==> src/rtl/core/tpr_pkg.sv <==
// tpr_pkg: shared types and constants of the trapezoidal position ramp
// holds the transfer structs, request and register codes and the sequencer states
// depends on nothing
package tpr_pkg;

	// fixed point format of positions and velocities
	localparam int FRAC_BITS = 16;
	localparam int POS_W     = 32;
	localparam int VEL_W     = 31;
	localparam int DT_BITS   = 16;
	localparam int CFG_W     = 31;
	localparam int IDX_W     = 2;

	// shift-add multiplier geometry
	localparam int MUL_W     = 32;
	localparam int MUL_CNT_W = $clog2(MUL_W);
	localparam int PROD_W    = 2 * MUL_W;
	localparam int RND_W     = POS_W + DT_BITS;

	// position hold window, round(1e-4 * 2^FRAC_BITS)
	localparam logic [POS_W-1:0] POS_EPS =
		POS_W'(((64'd1 << FRAC_BITS) + 64'd5000) / 64'd10000);
	localparam logic [RND_W-1:0] RND_HALF = RND_W'(1) << (DT_BITS - 1);

	// request codes
	localparam logic [1:0] REQ_TICK   = 2'd0;
	localparam logic [1:0] REQ_TARGET = 2'd1;
	localparam logic [1:0] REQ_START  = 2'd2;

	// register indexes
	localparam logic [IDX_W-1:0] CFG_MAX_VEL   = 2'd0;
	localparam logic [IDX_W-1:0] CFG_MAX_ACCEL = 2'd1;
	localparam logic [IDX_W-1:0] CFG_TICK_DT   = 2'd2;

	// register reset values
	localparam logic [VEL_W-1:0]   MAX_VEL_RST   = 31'd1966080;
	localparam logic [CFG_W-1:0]   MAX_ACCEL_RST = 31'd1966080;
	localparam logic [DT_BITS-1:0] TICK_DT_RST   = 16'd655;

	typedef struct packed {
		logic [1:0]              req_type;
		logic signed [POS_W-1:0] new_target;
		logic signed [POS_W-1:0] start_angle;
	} in_item_t;

	typedef struct packed {
		logic signed [POS_W-1:0] setpoint_pos;
		logic signed [POS_W-1:0] setpoint_vel;
	} out_item_t;

	typedef enum logic [2:0] {
		ST_IDLE,
		ST_MUL_AE,
		ST_MUL_VV,
		ST_MUL_ADT,
		ST_VEL,
		ST_MUL_VDT,
		ST_POS,
		ST_OUT
	} state_t;

endpackage

==> src/rtl/core/trapezoidal_position_ramp_unit.sv <==
// trapezoidal_position_ramp_unit: trapezoidal velocity profile generator, top level
// bit-serial shift-add multiplier, tick sequencer, state and output register
// depends on tpr_pkg
//
// usage
//   in channel (in_valid, in_stall, in_data): one transfer per request. a start
//   request loads position and target from the measured angle and zeroes the
//   velocity; a set-target request stores the new target. both act at the
//   transfer and produce no result. request code 3 is dropped without a result.
//   a tick request runs the ramp and produces exactly one result on the out
//   channel (out_valid, out_stall, out_data): the new position and velocity.
//   a tick runs on one shared shift-add multiplier that takes one multiplier
//   bit per cycle and forms four products in turn (a*|e|, v*v, a*dt, v*dt),
//   followed by the velocity update, position update and output load.
//   the unit takes one request at a time: in_stall is high while a tick is in
//   flight, so no new request is taken before a tick is through.
//   the output register holds a finished result under out_stall, and the next
//   request is taken meanwhile; a second tick waits in its output load cycle
//   until the held result has been transferred.
//   config writes (cfg_we, cfg_idx, cfg_wdata) are registered; the user must
//   write them only while idle, and the unit itself does not enforce it.
//   reset (arst_n low) restores the default limits, zeroes position, target and
//   velocity and empties the output register.
module trapezoidal_position_ramp_unit
	import tpr_pkg::*;
(
	input  logic             clk,
	input  logic             arst_n,
	input  logic             in_valid,
	output logic             in_stall,
	input  in_item_t         in_data,
	output logic             out_valid,
	input  logic             out_stall,
	output out_item_t        out_data,
	input  logic             cfg_we,
	input  logic [IDX_W-1:0] cfg_idx,
	input  logic [CFG_W-1:0] cfg_wdata
);

	// registers
	state_t                  state_q, state_d;
	logic [VEL_W-1:0]        max_vel_q;
	logic [CFG_W-1:0]        max_accel_q;
	logic [DT_BITS-1:0]      tick_dt_q;
	logic signed [POS_W-1:0] target_q, ramp_pos_q, ramp_vel_q;

	// tick working values
	logic [POS_W-1:0]        ae_q;      // |error|
	logic                    e_neg_q, e_zero_q;
	logic [POS_W-1:0]        vmag_q;    // |velocity|, old then new
	logic [PROD_W-2:0]       m1_q;      // a * |e|
	logic [PROD_W-2:0]       m2_q;      // v * v
	logic                    brake_q;
	logic [POS_W-1:0]        step_q;    // a * dt rounded
	logic [POS_W-1:0]        dmag_q;    // |v| * dt rounded

	// shift-add multiplier
	logic [MUL_W-1:0]        mc_q;
	logic [MUL_W:0]          acc_hi_q;
	logic [MUL_W-1:0]        acc_lo_q;
	logic [MUL_CNT_W-1:0]    cnt_q;

	// output register
	out_item_t               out_q;
	logic                    out_valid_q;

	// control
	logic                    take, tick_take, mul_last, out_free, out_load;
	logic                    mul_active, mul_load;
	logic [MUL_W-1:0]        mc_c, mr_c;
	logic [MUL_W:0]          mul_sum;
	logic [PROD_W-1:0]       prod_next;
	logic [RND_W-1:0]        prod_rnd;
	logic signed [POS_W:0]   e_c;
	logic [POS_W-1:0]        ae_c, vmag_in_c;
	logic signed [POS_W+1:0] v_c, vmax_c;
	logic [POS_W-1:0]        vmag_new_c;
	logic signed [POS_W+1:0] pos_c;
	logic                    move_c;
	logic [PROD_W:0]         lhs_c;
	logic [POS_W-1:0]        vel_mag_c;

	assign take      = in_valid && !in_stall;
	assign tick_take = take && (in_data.req_type == REQ_TICK);
	assign mul_last  = (cnt_q == MUL_CNT_W'(MUL_W - 1));
	assign out_free  = !out_valid_q || !out_stall;

	// error and velocity magnitude at the tick transfer
	assign e_c       = {target_q[POS_W-1], target_q} - {ramp_pos_q[POS_W-1], ramp_pos_q};
	assign ae_c      = e_c[POS_W] ? POS_W'(-e_c) : e_c[POS_W-1:0];
	assign vmag_in_c = ramp_vel_q[POS_W-1] ? POS_W'(-ramp_vel_q) : POS_W'(ramp_vel_q);

	// next state
	always_comb begin
		state_d = state_q;
		case (state_q)
			ST_IDLE:    if (tick_take) state_d = ST_MUL_AE;
			ST_MUL_AE:  if (mul_last) state_d = ST_MUL_VV;
			ST_MUL_VV:  if (mul_last) state_d = ST_MUL_ADT;
			ST_MUL_ADT: if (mul_last) state_d = ST_VEL;
			ST_VEL:     state_d = ST_MUL_VDT;
			ST_MUL_VDT: if (mul_last) state_d = ST_POS;
			ST_POS:     state_d = ST_OUT;
			ST_OUT:     if (out_free) state_d = ST_IDLE;
			default:    state_d = ST_IDLE;
		endcase
	end

	// sequencer outputs
	always_comb begin
		in_stall   = 1'b1;
		mul_active = 1'b0;
		mul_load   = 1'b0;
		out_load   = 1'b0;
		mc_c       = '0;
		mr_c       = '0;
		case (state_q)
			ST_IDLE: begin
				in_stall = 1'b0;
				mul_load = tick_take;
				mc_c     = {1'b0, max_accel_q};
				mr_c     = ae_c;
			end
			ST_MUL_AE: begin
				mul_active = 1'b1;
				mul_load   = mul_last;
				mc_c       = vmag_q;
				mr_c       = vmag_q;
			end
			ST_MUL_VV: begin
				mul_active = 1'b1;
				mul_load   = mul_last;
				mc_c       = {1'b0, max_accel_q};
				mr_c       = MUL_W'(tick_dt_q);
			end
			ST_MUL_ADT: mul_active = 1'b1;
			ST_VEL: begin
				mul_load = 1'b1;
				mc_c     = vmag_new_c;
				mr_c     = MUL_W'(tick_dt_q);
			end
			ST_MUL_VDT: mul_active = 1'b1;
			ST_OUT:     out_load = out_free;
			default:    in_stall = 1'b1;
		endcase
	end

	// one multiplier bit per cycle: add, then shift the pair right
	assign mul_sum   = acc_hi_q + (acc_lo_q[0] ? {1'b0, mc_q} : '0);
	assign prod_next = {mul_sum[MUL_W:1], mul_sum[0], acc_lo_q[MUL_W-1:1]};
	assign prod_rnd  = prod_next[RND_W-1:0] + RND_HALF;

	// velocity update: brake toward zero or accelerate toward the target, then clamp
	always_comb begin
		v_c = (POS_W+2)'(ramp_vel_q);
		if (brake_q) begin
			if (!ramp_vel_q[POS_W-1] && ramp_vel_q != '0) begin
				v_c = v_c - (POS_W+2)'(step_q);
				if (v_c < 0) v_c = '0;
			end else begin
				v_c = v_c + (POS_W+2)'(step_q);
				if (v_c > 0) v_c = '0;
			end
		end else if (!e_neg_q && !e_zero_q) begin
			v_c = v_c + (POS_W+2)'(step_q);
		end else begin
			v_c = v_c - (POS_W+2)'(step_q);
		end
		vmax_c = (POS_W+2)'(max_vel_q);
		if (v_c > vmax_c) v_c = vmax_c;
		else if (v_c < -vmax_c) v_c = -vmax_c;
	end
	assign vmag_new_c = v_c[POS_W+1] ? POS_W'(-v_c) : v_c[POS_W-1:0];

	// position update with saturation, held inside the window at rest
	assign move_c = (ramp_vel_q != '0) || (ae_q > POS_EPS);
	always_comb begin
		if (ramp_vel_q[POS_W-1])
			pos_c = (POS_W+2)'(ramp_pos_q) - (POS_W+2)'(dmag_q);
		else
			pos_c = (POS_W+2)'(ramp_pos_q) + (POS_W+2)'(dmag_q);
		if (pos_c > (POS_W+2)'(32'sh7fffffff))
			pos_c = (POS_W+2)'(32'sh7fffffff);
		else if (pos_c < -(POS_W+2)'(33'sh080000000))
			pos_c = -(POS_W+2)'(33'sh080000000);
	end

	// braking distance test 2*a*|e| <= v*v
	assign lhs_c = {1'b0, m1_q, 1'b0};

	// control registers
	always_ff @(posedge clk or negedge arst_n) begin
		if (!arst_n) begin
			state_q     <= ST_IDLE;
			cnt_q       <= '0;
			out_valid_q <= 1'b0;
			max_vel_q   <= MAX_VEL_RST;
			max_accel_q <= MAX_ACCEL_RST;
			tick_dt_q   <= TICK_DT_RST;
			target_q    <= '0;
			ramp_pos_q  <= '0;
			ramp_vel_q  <= '0;
		end else begin
			state_q <= state_d;
			if (mul_load)
				cnt_q <= '0;
			else if (mul_active)
				cnt_q <= cnt_q + 1'b1;
			if (out_load)
				out_valid_q <= 1'b1;
			else if (!out_stall)
				out_valid_q <= 1'b0;
			if (cfg_we) begin
				case (cfg_idx)
					CFG_MAX_VEL:   max_vel_q   <= cfg_wdata[VEL_W-1:0];
					CFG_MAX_ACCEL: max_accel_q <= cfg_wdata;
					CFG_TICK_DT:   tick_dt_q   <= cfg_wdata[DT_BITS-1:0];
					default:       ;
				endcase
			end
			// request handling at the transfer
			if (take) begin
				case (in_data.req_type)
					REQ_TARGET: target_q <= in_data.new_target;
					REQ_START: begin
						ramp_pos_q <= in_data.start_angle;
						target_q   <= in_data.start_angle;
						ramp_vel_q <= '0;
					end
					default: ;
				endcase
			end
			if (state_q == ST_VEL)
				ramp_vel_q <= v_c[POS_W-1:0];
			if (state_q == ST_POS && move_c)
				ramp_pos_q <= pos_c[POS_W-1:0];
		end
	end

	// datapath registers
	always_ff @(posedge clk) begin
		if (tick_take) begin
			ae_q     <= ae_c;
			e_neg_q  <= e_c[POS_W];
			e_zero_q <= (e_c == '0);
			vmag_q   <= vmag_in_c;
		end
		if (mul_load) begin
			mc_q     <= mc_c;
			acc_hi_q <= '0;
			acc_lo_q <= mr_c;
		end else if (mul_active) begin
			acc_hi_q <= {1'b0, mul_sum[MUL_W:1]};
			acc_lo_q <= {mul_sum[0], acc_lo_q[MUL_W-1:1]};
		end
		if (state_q == ST_MUL_AE && mul_last)
			m1_q <= prod_next[PROD_W-2:0];
		if (state_q == ST_MUL_VV && mul_last)
			m2_q <= prod_next[PROD_W-2:0];
		if (state_q == ST_MUL_ADT) begin
			brake_q <= (lhs_c <= {2'b00, m2_q}) &&
				(e_zero_q || vmag_q == '0 || (e_neg_q == ramp_vel_q[POS_W-1]));
			if (mul_last)
				step_q <= prod_rnd[RND_W-1:DT_BITS];
		end
		if (state_q == ST_VEL)
			vmag_q <= vmag_new_c;
		if (state_q == ST_MUL_VDT && mul_last)
			dmag_q <= prod_rnd[RND_W-1:DT_BITS];
		if (out_load) begin
			out_q.setpoint_pos <= ramp_pos_q;
			out_q.setpoint_vel <= ramp_vel_q;
		end
	end

	assign out_valid = out_valid_q;
	assign out_data  = out_q;

	// checks
	assign vel_mag_c = ramp_vel_q[POS_W-1] ? POS_W'(-ramp_vel_q) : POS_W'(ramp_vel_q);

	a_out_from_seq: assert property (@(posedge clk) disable iff (!arst_n)
		$rose(out_valid_q) |-> $past(state_q) == ST_OUT)
		else $error("result shown without a finished tick");

	a_vel_clamped: assert property (@(posedge clk) disable iff (!arst_n)
		state_q == ST_POS |-> vel_mag_c <= {1'b0, max_vel_q})
		else $error("velocity beyond limit after update");

	a_mul_start: assert property (@(posedge clk) disable iff (!arst_n)
		tick_take |=> cnt_q == '0 && state_q == ST_MUL_AE)
		else $error("multiplier not restarted at tick");

	a_out_load: assert property (@(posedge clk) disable iff (!arst_n)
		out_load |=> out_valid_q && state_q == ST_IDLE)
		else $error("output load lost");

endmodule

==> config.mk <==
export PLATFORM = sky130hd
export DESIGN_NAME = trapezoidal_position_ramp_unit
export DESIGN_NICKNAME = d
export VERILOG_FILES = /design/src/rtl/core/tpr_pkg.sv /design/src/rtl/core/trapezoidal_position_ramp_unit.sv
export SDC_FILE = /design/constraint.sdc
export NUM_CORES = 2
export LEC_CHECK = 0
export BUFFER_PORTS_ARGS = -buffer_cell sky130_fd_sc_hd__buf_2
export CELL_PAD_IN_SITES_DETAIL_PLACEMENT = 1
export CELL_PAD_IN_SITES_GLOBAL_PLACEMENT = 1
export CORE_UTILIZATION = 41
export DETAILED_ROUTE_END_ITERATION = 6
export PLACE_DENSITY = 0.7
export SYNTH_ARGS = -nofsm -noshare
export SYNTH_HDL_FRONTEND = slang
export SYNTH_SLANG_ARGS = --single-unit
==> constraint.sdc <==
create_clock -name clk -period 21.9 [get_ports clk]
set_input_delay 1.095 -clock clk [delete_from_list [all_inputs] [get_ports clk]]
set_output_delay 1.095 -clock clk [all_outputs]
set_load 0.005 [all_outputs]
## After elaboration in Yosys (flattened, before gate mapping)

Index checks and enable logic that the tools add are counted.

- Register bits after elaboration: 600
- Bits of input ports: 104
- Output and inout port bits: 66

- Add/subtract/negate cells: 12
- Order comparisons: 8
- Eq/ne operators: 20
- Muxes and demuxes: 42
- Reduce and logical (&&, ||, !) cells: 43

Operators by type and width:

| operator | number |
|---|---|
| two-way mux 32 bit | 16 |
| two-way mux 34 bit | 8 |
| case mux 32 bit (3 select lines) | 2 |
| negator 32 bit | 3 |
| adder 32 x 33 -> 34 bit | 2 |
| subtractor 32 x 33 -> 34 bit | 2 |
| less-or-equal comparator 64 x 63 -> 1 bit | 1 |
| case mux 32 bit (2 select lines) | 1 |
| adder 48 x 16 -> 48 bit (second input constant) | 1 |
| greater-than comparator 34 x 1 -> 1 bit (second input constant) | 1 |
| greater-than comparator 34 x 32 -> 1 bit | 1 |
| greater-than comparator 34 x 32 -> 1 bit (second input constant) | 1 |
| less-than comparator 34 x 1 -> 1 bit (second input constant) | 1 |
| less-than comparator 34 x 32 -> 1 bit (second input constant) | 1 |
| less-than comparator 34 bit | 1 |
| negator 31 -> 34 bit | 1 |
| adder 32 x 32 -> 33 bit | 1 |
| zero test 33 bit | 1 |
| subtractor 32 x 32 -> 33 bit | 1 |
| greater-than comparator 32 x 3 -> 1 bit (second input constant) | 1 |
| zero test 32 bit | 1 |
| nonzero test 32 bit | 1 |
| case mux 3 bit (8 select lines) | 1 |
| two-way mux 3 bit | 6 |
| other kinds (23) | 69 |

## Logic depth before layout (Yosys ltp)

- Depth in word-level cells: 11
- Mapped depth: 40
- Gate-level depth less buffers: 38

## Least setup slack after synthesis

OpenSTA, ideal clock, no wires.

- Kind: reg-to-reg
- Start: reg ramp_vel_q[1]
- End: reg mc_q[24] (data pin)
- Data arrival time: 8.044 ns
- Required time: 21.639 ns
- Path slack: 13.595 ns
- Cell stages (with the launch flop): 37
- Clock period less this slack: 8.305 ns
- Cells stage by stage: dfrtp_1 -> inv_1 -> ha_1 -> or4b_1 -> or3_1 -> or3_4 -> nor4_4 -> nor2_2 -> a2111oi_2 -> nand4_1 -> or3_4 -> nor4_4 -> nor2_1 -> o21ai_0 -> ha_1 -> a21o_1 -> a21o_1 -> a21o_1 -> a221o_1 -> a21oi_1 -> nor4_1 -> o221ai_1 -> o221a_2 -> a21oi_2 -> a21o_2 -> buf_4 -> clkbuf_1 -> buf_1 -> a21oi_1 -> ha_1 -> and4_1 -> a31o_2 -> nand3_2 -> nor3_4 -> a31oi_1 -> xnor2_1 -> a221o_1

- Cells in the longest elaborated chain, start to end: 11
- Elaborated cells on any way between the ends: 18
- Classes of those cells: add/sub (3); order compare (4); mux (9); reduce/logical (2)

RTL lines:

| item | line | RTL |
|---|---|---|
| start, declared | trapezoidal_position_ramp_unit.sv:45 | `logic signed [POS_W-1:0] target_q, ramp_pos_q, ramp_vel_q;` |
| start signal, assigned | trapezoidal_position_ramp_unit.sv:234 | `ramp_vel_q <= v_c[POS_W-1:0];` |
| adder 32 x 33 -> 34 bit / subtractor 32 x 33 -> 34 bit (equally long branches) | n/a |  |
| greater-than comparator 34 x 1 -> 1 bit / less-than comparator 34 x 1 -> 1 bit (equally long branches) | trapezoidal_position_ramp_unit.sv:162, trapezoidal_position_ramp_unit.sv:159 |  |
| two-way mux 34 bit (on tied branches) | trapezoidal_position_ramp_unit.sv:162, trapezoidal_position_ramp_unit.sv:159 |  |
| two-way mux 34 bit | trapezoidal_position_ramp_unit.sv:157 | `if (!ramp_vel_q[POS_W-1] && ramp_vel_q != '0) begin` |
| two-way mux 34 bit * | trapezoidal_position_ramp_unit.sv:156 | `if (brake_q) begin` |
| less-than comparator 34 bit | trapezoidal_position_ramp_unit.sv:171 | `else if (v_c < -vmax_c) v_c = -vmax_c;` |
| two-way mux 34 bit | trapezoidal_position_ramp_unit.sv:171 |  |
| two-way mux 34 bit * | trapezoidal_position_ramp_unit.sv:170 | `if (v_c > vmax_c) v_c = vmax_c;` |
| negator 32 bit | trapezoidal_position_ramp_unit.sv:173 | `assign vmag_new_c = v_c[POS_W+1] ? POS_W'(-v_c) : v_c[POS_W-1:0];` |
| two-way mux 32 bit * | trapezoidal_position_ramp_unit.sv:173 |  |
| case mux 32 bit (3 select lines) * | trapezoidal_position_ramp_unit.sv:117 | `case (state_q)` |
| named net mc_c[24] | trapezoidal_position_ramp_unit.sv:70 | `logic [MUL_W-1:0] mc_c, mr_c;` |
| end signal, assigned | trapezoidal_position_ramp_unit.sv:249 | `mc_q <= mc_c;` |
| end, declared | trapezoidal_position_ramp_unit.sv:58 | `logic [MUL_W-1:0] mc_q;` |

The timed path passes the listed nets; every way through them passes the cells marked *.
A chain may end at the register's enable or synchronous reset.

## Final worst setup path

Same ends and word-level chain as after synthesis.

==> impl_results.rst <==
.. list-table::
   :header-rows: 1

   * - Metric
     - Value
   * - Post-synth ARST share
     - between 30% and 40%
   * - Clk Tree Root Cell
     - sky130_fd_sc_hd__clkbuf_16
   * - Maximum clock frequency
     - roughly 0.095 GHz
   * - Vias in the first global route
     - roughly 34000
   * - Cells after Synth
     - about 4200
   * - Total number of nets in the final design
     - approximately 4700
   * - Final ANT Viol Nets
     - 0
   * - Switching power share of the total
     - 51.1%
   * - Die width
     - 313 µm
   * - Relative area change from synthesis to final layout
     - 12.0%
   * - Leak Pwr
     - roughly 0.018 µW
   * - Sort of element at the end of the critical path
     - flop
   * - Filler cells
     - between 10000 and 15000
   * - Number of antenna violations at the first check in global routing
     - 12
   * - Cell Rows
     - around 110
   * - Crit path to
     - mc_q[24]
   * - Net count after synthesis
     - 4570
   * - Initial core utilization
     - roughly two fifths
   * - DIE AREA
     - between 90000 and 100000 µm²
   * - Routed wirelength normalized by instance count
     - 27.1 µm
   * - Syn_area_per_cell
     - 9.53 µm²
   * - Cell-internal power
     - 4000 µW
   * - Max-cap violations
     - 0
   * - Synthesized flop and latch total
     - between 500 and 600
   * - Post-synth design cell area
     - between 30000 and 40000 µm²
   * - Ys flop type
     - sky130_fd_sc_hd__edfxtp_1
   * - Setup repair after global routing missed its margin
     - false
   * - Clock share of power
     - between 10% and 20%
   * - Source-to-sink clock delay at the later pin of the worst-skew pair
     - around 0.65 ns
   * - Clock slew seen by the registers of the worst setup and hold paths
     - ~0.070 ns
   * - Sum of negative setup slack
     - 0 ns
   * - Share of final-layout standard cells stronger than drive strength 1
     - between 10% and 20%
   * - Final period utilization
     - approximately 48%
   * - Number of max-slew violations in the final report
     - 0
   * - Number of levels in the clock H-tree
     - 3
   * - Worst Path Max Fanout
     - 16
   * - WS Path Type
     - flop to flop
   * - Terminus of the critical flop-to-flop path
     - mc_q[24]
   * - Critical register-to-register path startpoint
     - ramp_vel_q[1]
   * - Sum of net half-perimeters after detailed placement
     - ~120000 µm
   * - Worst Clk Skew
     - approximately 0.032 ns
   * - Synthesis Warnings
     - 0
   * - Outcome
     - complete, no violations
   * - Wire length of the first global-routing pass
     - 225000 µm
   * - Worst endpoint data arrival time
     - between 10 and 15 ns
   * - Number of enable-type register cells in the synthesized netlist
     - approximately 380
   * - Routability cong.
     - between 0.9 and 1
   * - Area of the core region
     - around 95000 µm²
   * - Maximum VDD drop
     - 0.131 mV
   * - Number of violations reported at the end of detailed-routing iteration 0
     - approximately 2600
   * - Boundary Pins
     - 170
   * - CP dominant cell by count
     - sky130_fd_sc_hd__a21o_1
   * - Largest net degree at the start of global routing
     - between 100 and 150
   * - Post-cts hold buffer count
     - 0
   * - Number of buffers inserted during clock tree synthesis
     - 72
   * - Worst Max-Slew Pin Slew
     - between 1 and 1.5 ns
   * - Die Height
     - 313 µm
   * - Max transition margin
     - under 10%
   * - Initial DRT Pass Iterations
     - 5
   * - Number of design rule violations left after detail routing
     - 0
   * - Depth of the most critical reg-to-reg path
     - 36
   * - Final worst path period need
     - ~11 ns
   * - Cell area after layout
     - around 44000 µm²
   * - Total net switching power
     - 4170 µW
   * - Setup fix buffers added after clock tree synthesis
     - 0
   * - Global router's overall resource usage
     - 30.6%
   * - Crit path from
     - ramp_vel_q[1]
   * - Register-to-register path setup slack
     - roughly 11 ns
   * - Number of clock sinks seen by CTS
     - about 600
   * - Fraction of the yosys area taken by sequential cells
     - between 40 and 50%
   * - Share of total power in sequential cells
     - between 20% and 30%
   * - Final wirelength
     - about 150000 µm
   * - Startpoint type of the worst setup path
     - flop
   * - Via count
     - 34100
   * - Cell with the biggest individual delay on the critical path
     - sky130_fd_sc_hd__a21oi_2
   * - Number of buffer cells added on primary ports
     - 169
   * - Maximum clock insertion buffer count
     - 3
   * - Power per cell area
     - roughly 180 nW/µm²
   * - TritonCTS clock tree
     - done
   * - Mean number of vias per cell
     - 6.07
   * - Post-CTS Resized
     - 0
   * - Share of total power in combinational logic
     - about 61%
   * - Required time of the critical path
     - roughly 22 ns
   * - Min-Delay Path Class
     - flop to flop
   * - Remaining global-route overflow
     - 0
   * - Distinct cell type count of the synthesized netlist
     - ~110
   * - Final setup violation count
     - 0
   * - Stage delay of the slowest cell on the critical path
     - 0.66 ns
   * - Cell Area, Placed
     - ~42000 µm²
   * - Number of hold-slack violations in the final timing report
     - 0
-- through the flow --
step	utilization [%]	setup WS, ns	total power (µW)	instances	hold slack (ns)
6_report	46.6	11.36	8170	5616	0.462
5_1_grt	46.6	10.73	8580	5614	0.479
4_1_cts	46.6	11.50	8100	5614	0.463
3_5_place_dp	44.0	11.56	6800	5482	0.457
3_3_place_gp	44.0	11.85	6700	5482	0.446
2_1_floorplan	-	13.59	4990	4163	0.436
-- layer usage --
metal | routed length (µm) | track usage (%)
met4 | 9090 | 16.4
met3 | 8180 | 3.86
met5 | 0 | 0
met2 | 70600 | 49.8
met1 | 64200 | 39.8
-- flip-flops by register name, summed over array words and instances (netlist names), 32 cells and up --
register and flops:
step_q 32, acc_hi_q 32, ramp_vel_q 32, target_q 32, acc_lo_q 32, out_data 64, m1_q 63, dmag_q 32
m2_q 63, ramp_pos_q 32, mc_q 32, vmag_q 32
-- critical path, delay by kind of cell, from the launching register on --
family	cells	cell delay, ns
buffers and inverters	2	0.33
XOR/XNOR	1	0.19
AND/OR/NAND/NOR	11	2.98
flip-flops	1	0.55
adder cells (fa/ha/maj)	3	1.10
AO/OA/AOI/OAI	19	5.11
-- layout by cell type, fill, tap and decap left out, drive strengths merged, types with 11 or more instances in the layout --
master / count
edfxtp: 382
nand2: 371
a21oi: 309
o21ai: 303
ha: 298
inv: 282
nor2: 261
xnor2: 224
buf: 224
dfrtp: 169
nand3: 123
clkbuf: 104
nor3: 90
a21o: 82
mux2i: 79
xor2: 78
nor4: 57
a211oi: 55
mux2: 53
nand2b: 50
and2: 49
nand4: 48
o31ai: 47
a22oi: 46
o211ai: 44
a31oi: 40
nor2b: 37
and3: 35
dfxtp: 32
or3: 31
o21bai: 28
or2: 27
o21a: 25
clkinv: 17
dfstp: 14
a211o: 14
a311oi: 12
a221oi: 12
or4: 11
-- cells in the mapped netlist, drive strengths merged, types with 37 or more instances --
cell type	instances	area, µm²
dfrtp	169	4230
mux2i	79	791
o21ai	303	1520
nand2	371	1400
nand4	48	300
ha	298	3730
nor2b	37	231
xor2	78	683
mux2	53	597
nor4	57	408
nand3	123	643
edfxtp	382	11500
o211ai	44	330
xnor2	224	1960
a211oi	55	418
a21oi	309	1550
o31ai	47	353
a31oi	40	256
nor2	261	982
a22oi	46	345
a21o	82	617
and2	49	307
clkbuf	144	541
inv	273	1020
nor3	90	473
nand2b	50	313
-- power by group through the flow --
stage / Clock [µW] / Sequential, µW / Combinational, µW
final: 1270 / 1920 / 4990
after global routing: 1310 / 1930 / 5330
after CTS: 1280 / 1910 / 4910
after detailed placement: 0 / 1930 / 4870
after global placement: 0 / 1920 / 4780
after floorplan: 0 / 1790 / 3190
-- cell type report --
class | count | area (µm²) | area share, %
Antenna cell | 2 | 5.00 | 0.0113
Clock buffer | 103 | 2080 | 4.68
Clock inverter | 29 | 377 | 0.847
Inverter | 277 | 1040 | 2.34
Multi-Input combinational cell | 3118 | 21400 | 48.1
Sequential cell | 597 | 16700 | 37.6
Tap cell | 1265 | 1580 | 3.56
Timing Repair Buffer | 225 | 1270 | 2.87
-- worst min path at each step --
| stage | startpoint | to | cells after the start |
|---|---|---|---|
| after floorplan | acc_hi_q[25] | acc_hi_q[25] | 2 |
| after global placement | acc_hi_q[0] | acc_hi_q[0] | 2 |
| after detailed placement | acc_hi_q[13] | acc_hi_q[13] | 2 |
| after CTS | arst_n | target_q[17] | 1 |
| after global routing | acc_hi_q[17] | acc_hi_q[17] | 2 |
| final | acc_hi_q[17] | acc_hi_q[17] | 2 |
-- kinds of logic after synthesis --
kind of cell / count (synthesis) / synth area share, %
AND/OR/NAND/NOR: 1228 / 15.3
AO/OA/AOI/OAI: 1153 / 18.5
flip-flops: 597 / 42.1
buffers and inverters: 448 / 4.30
adder cells (fa/ha/maj): 303 / 9.65
XOR/XNOR: 302 / 6.66
multiplexers: 132 / 3.50
Note: power is estimated with default switching activity, not from simulation.
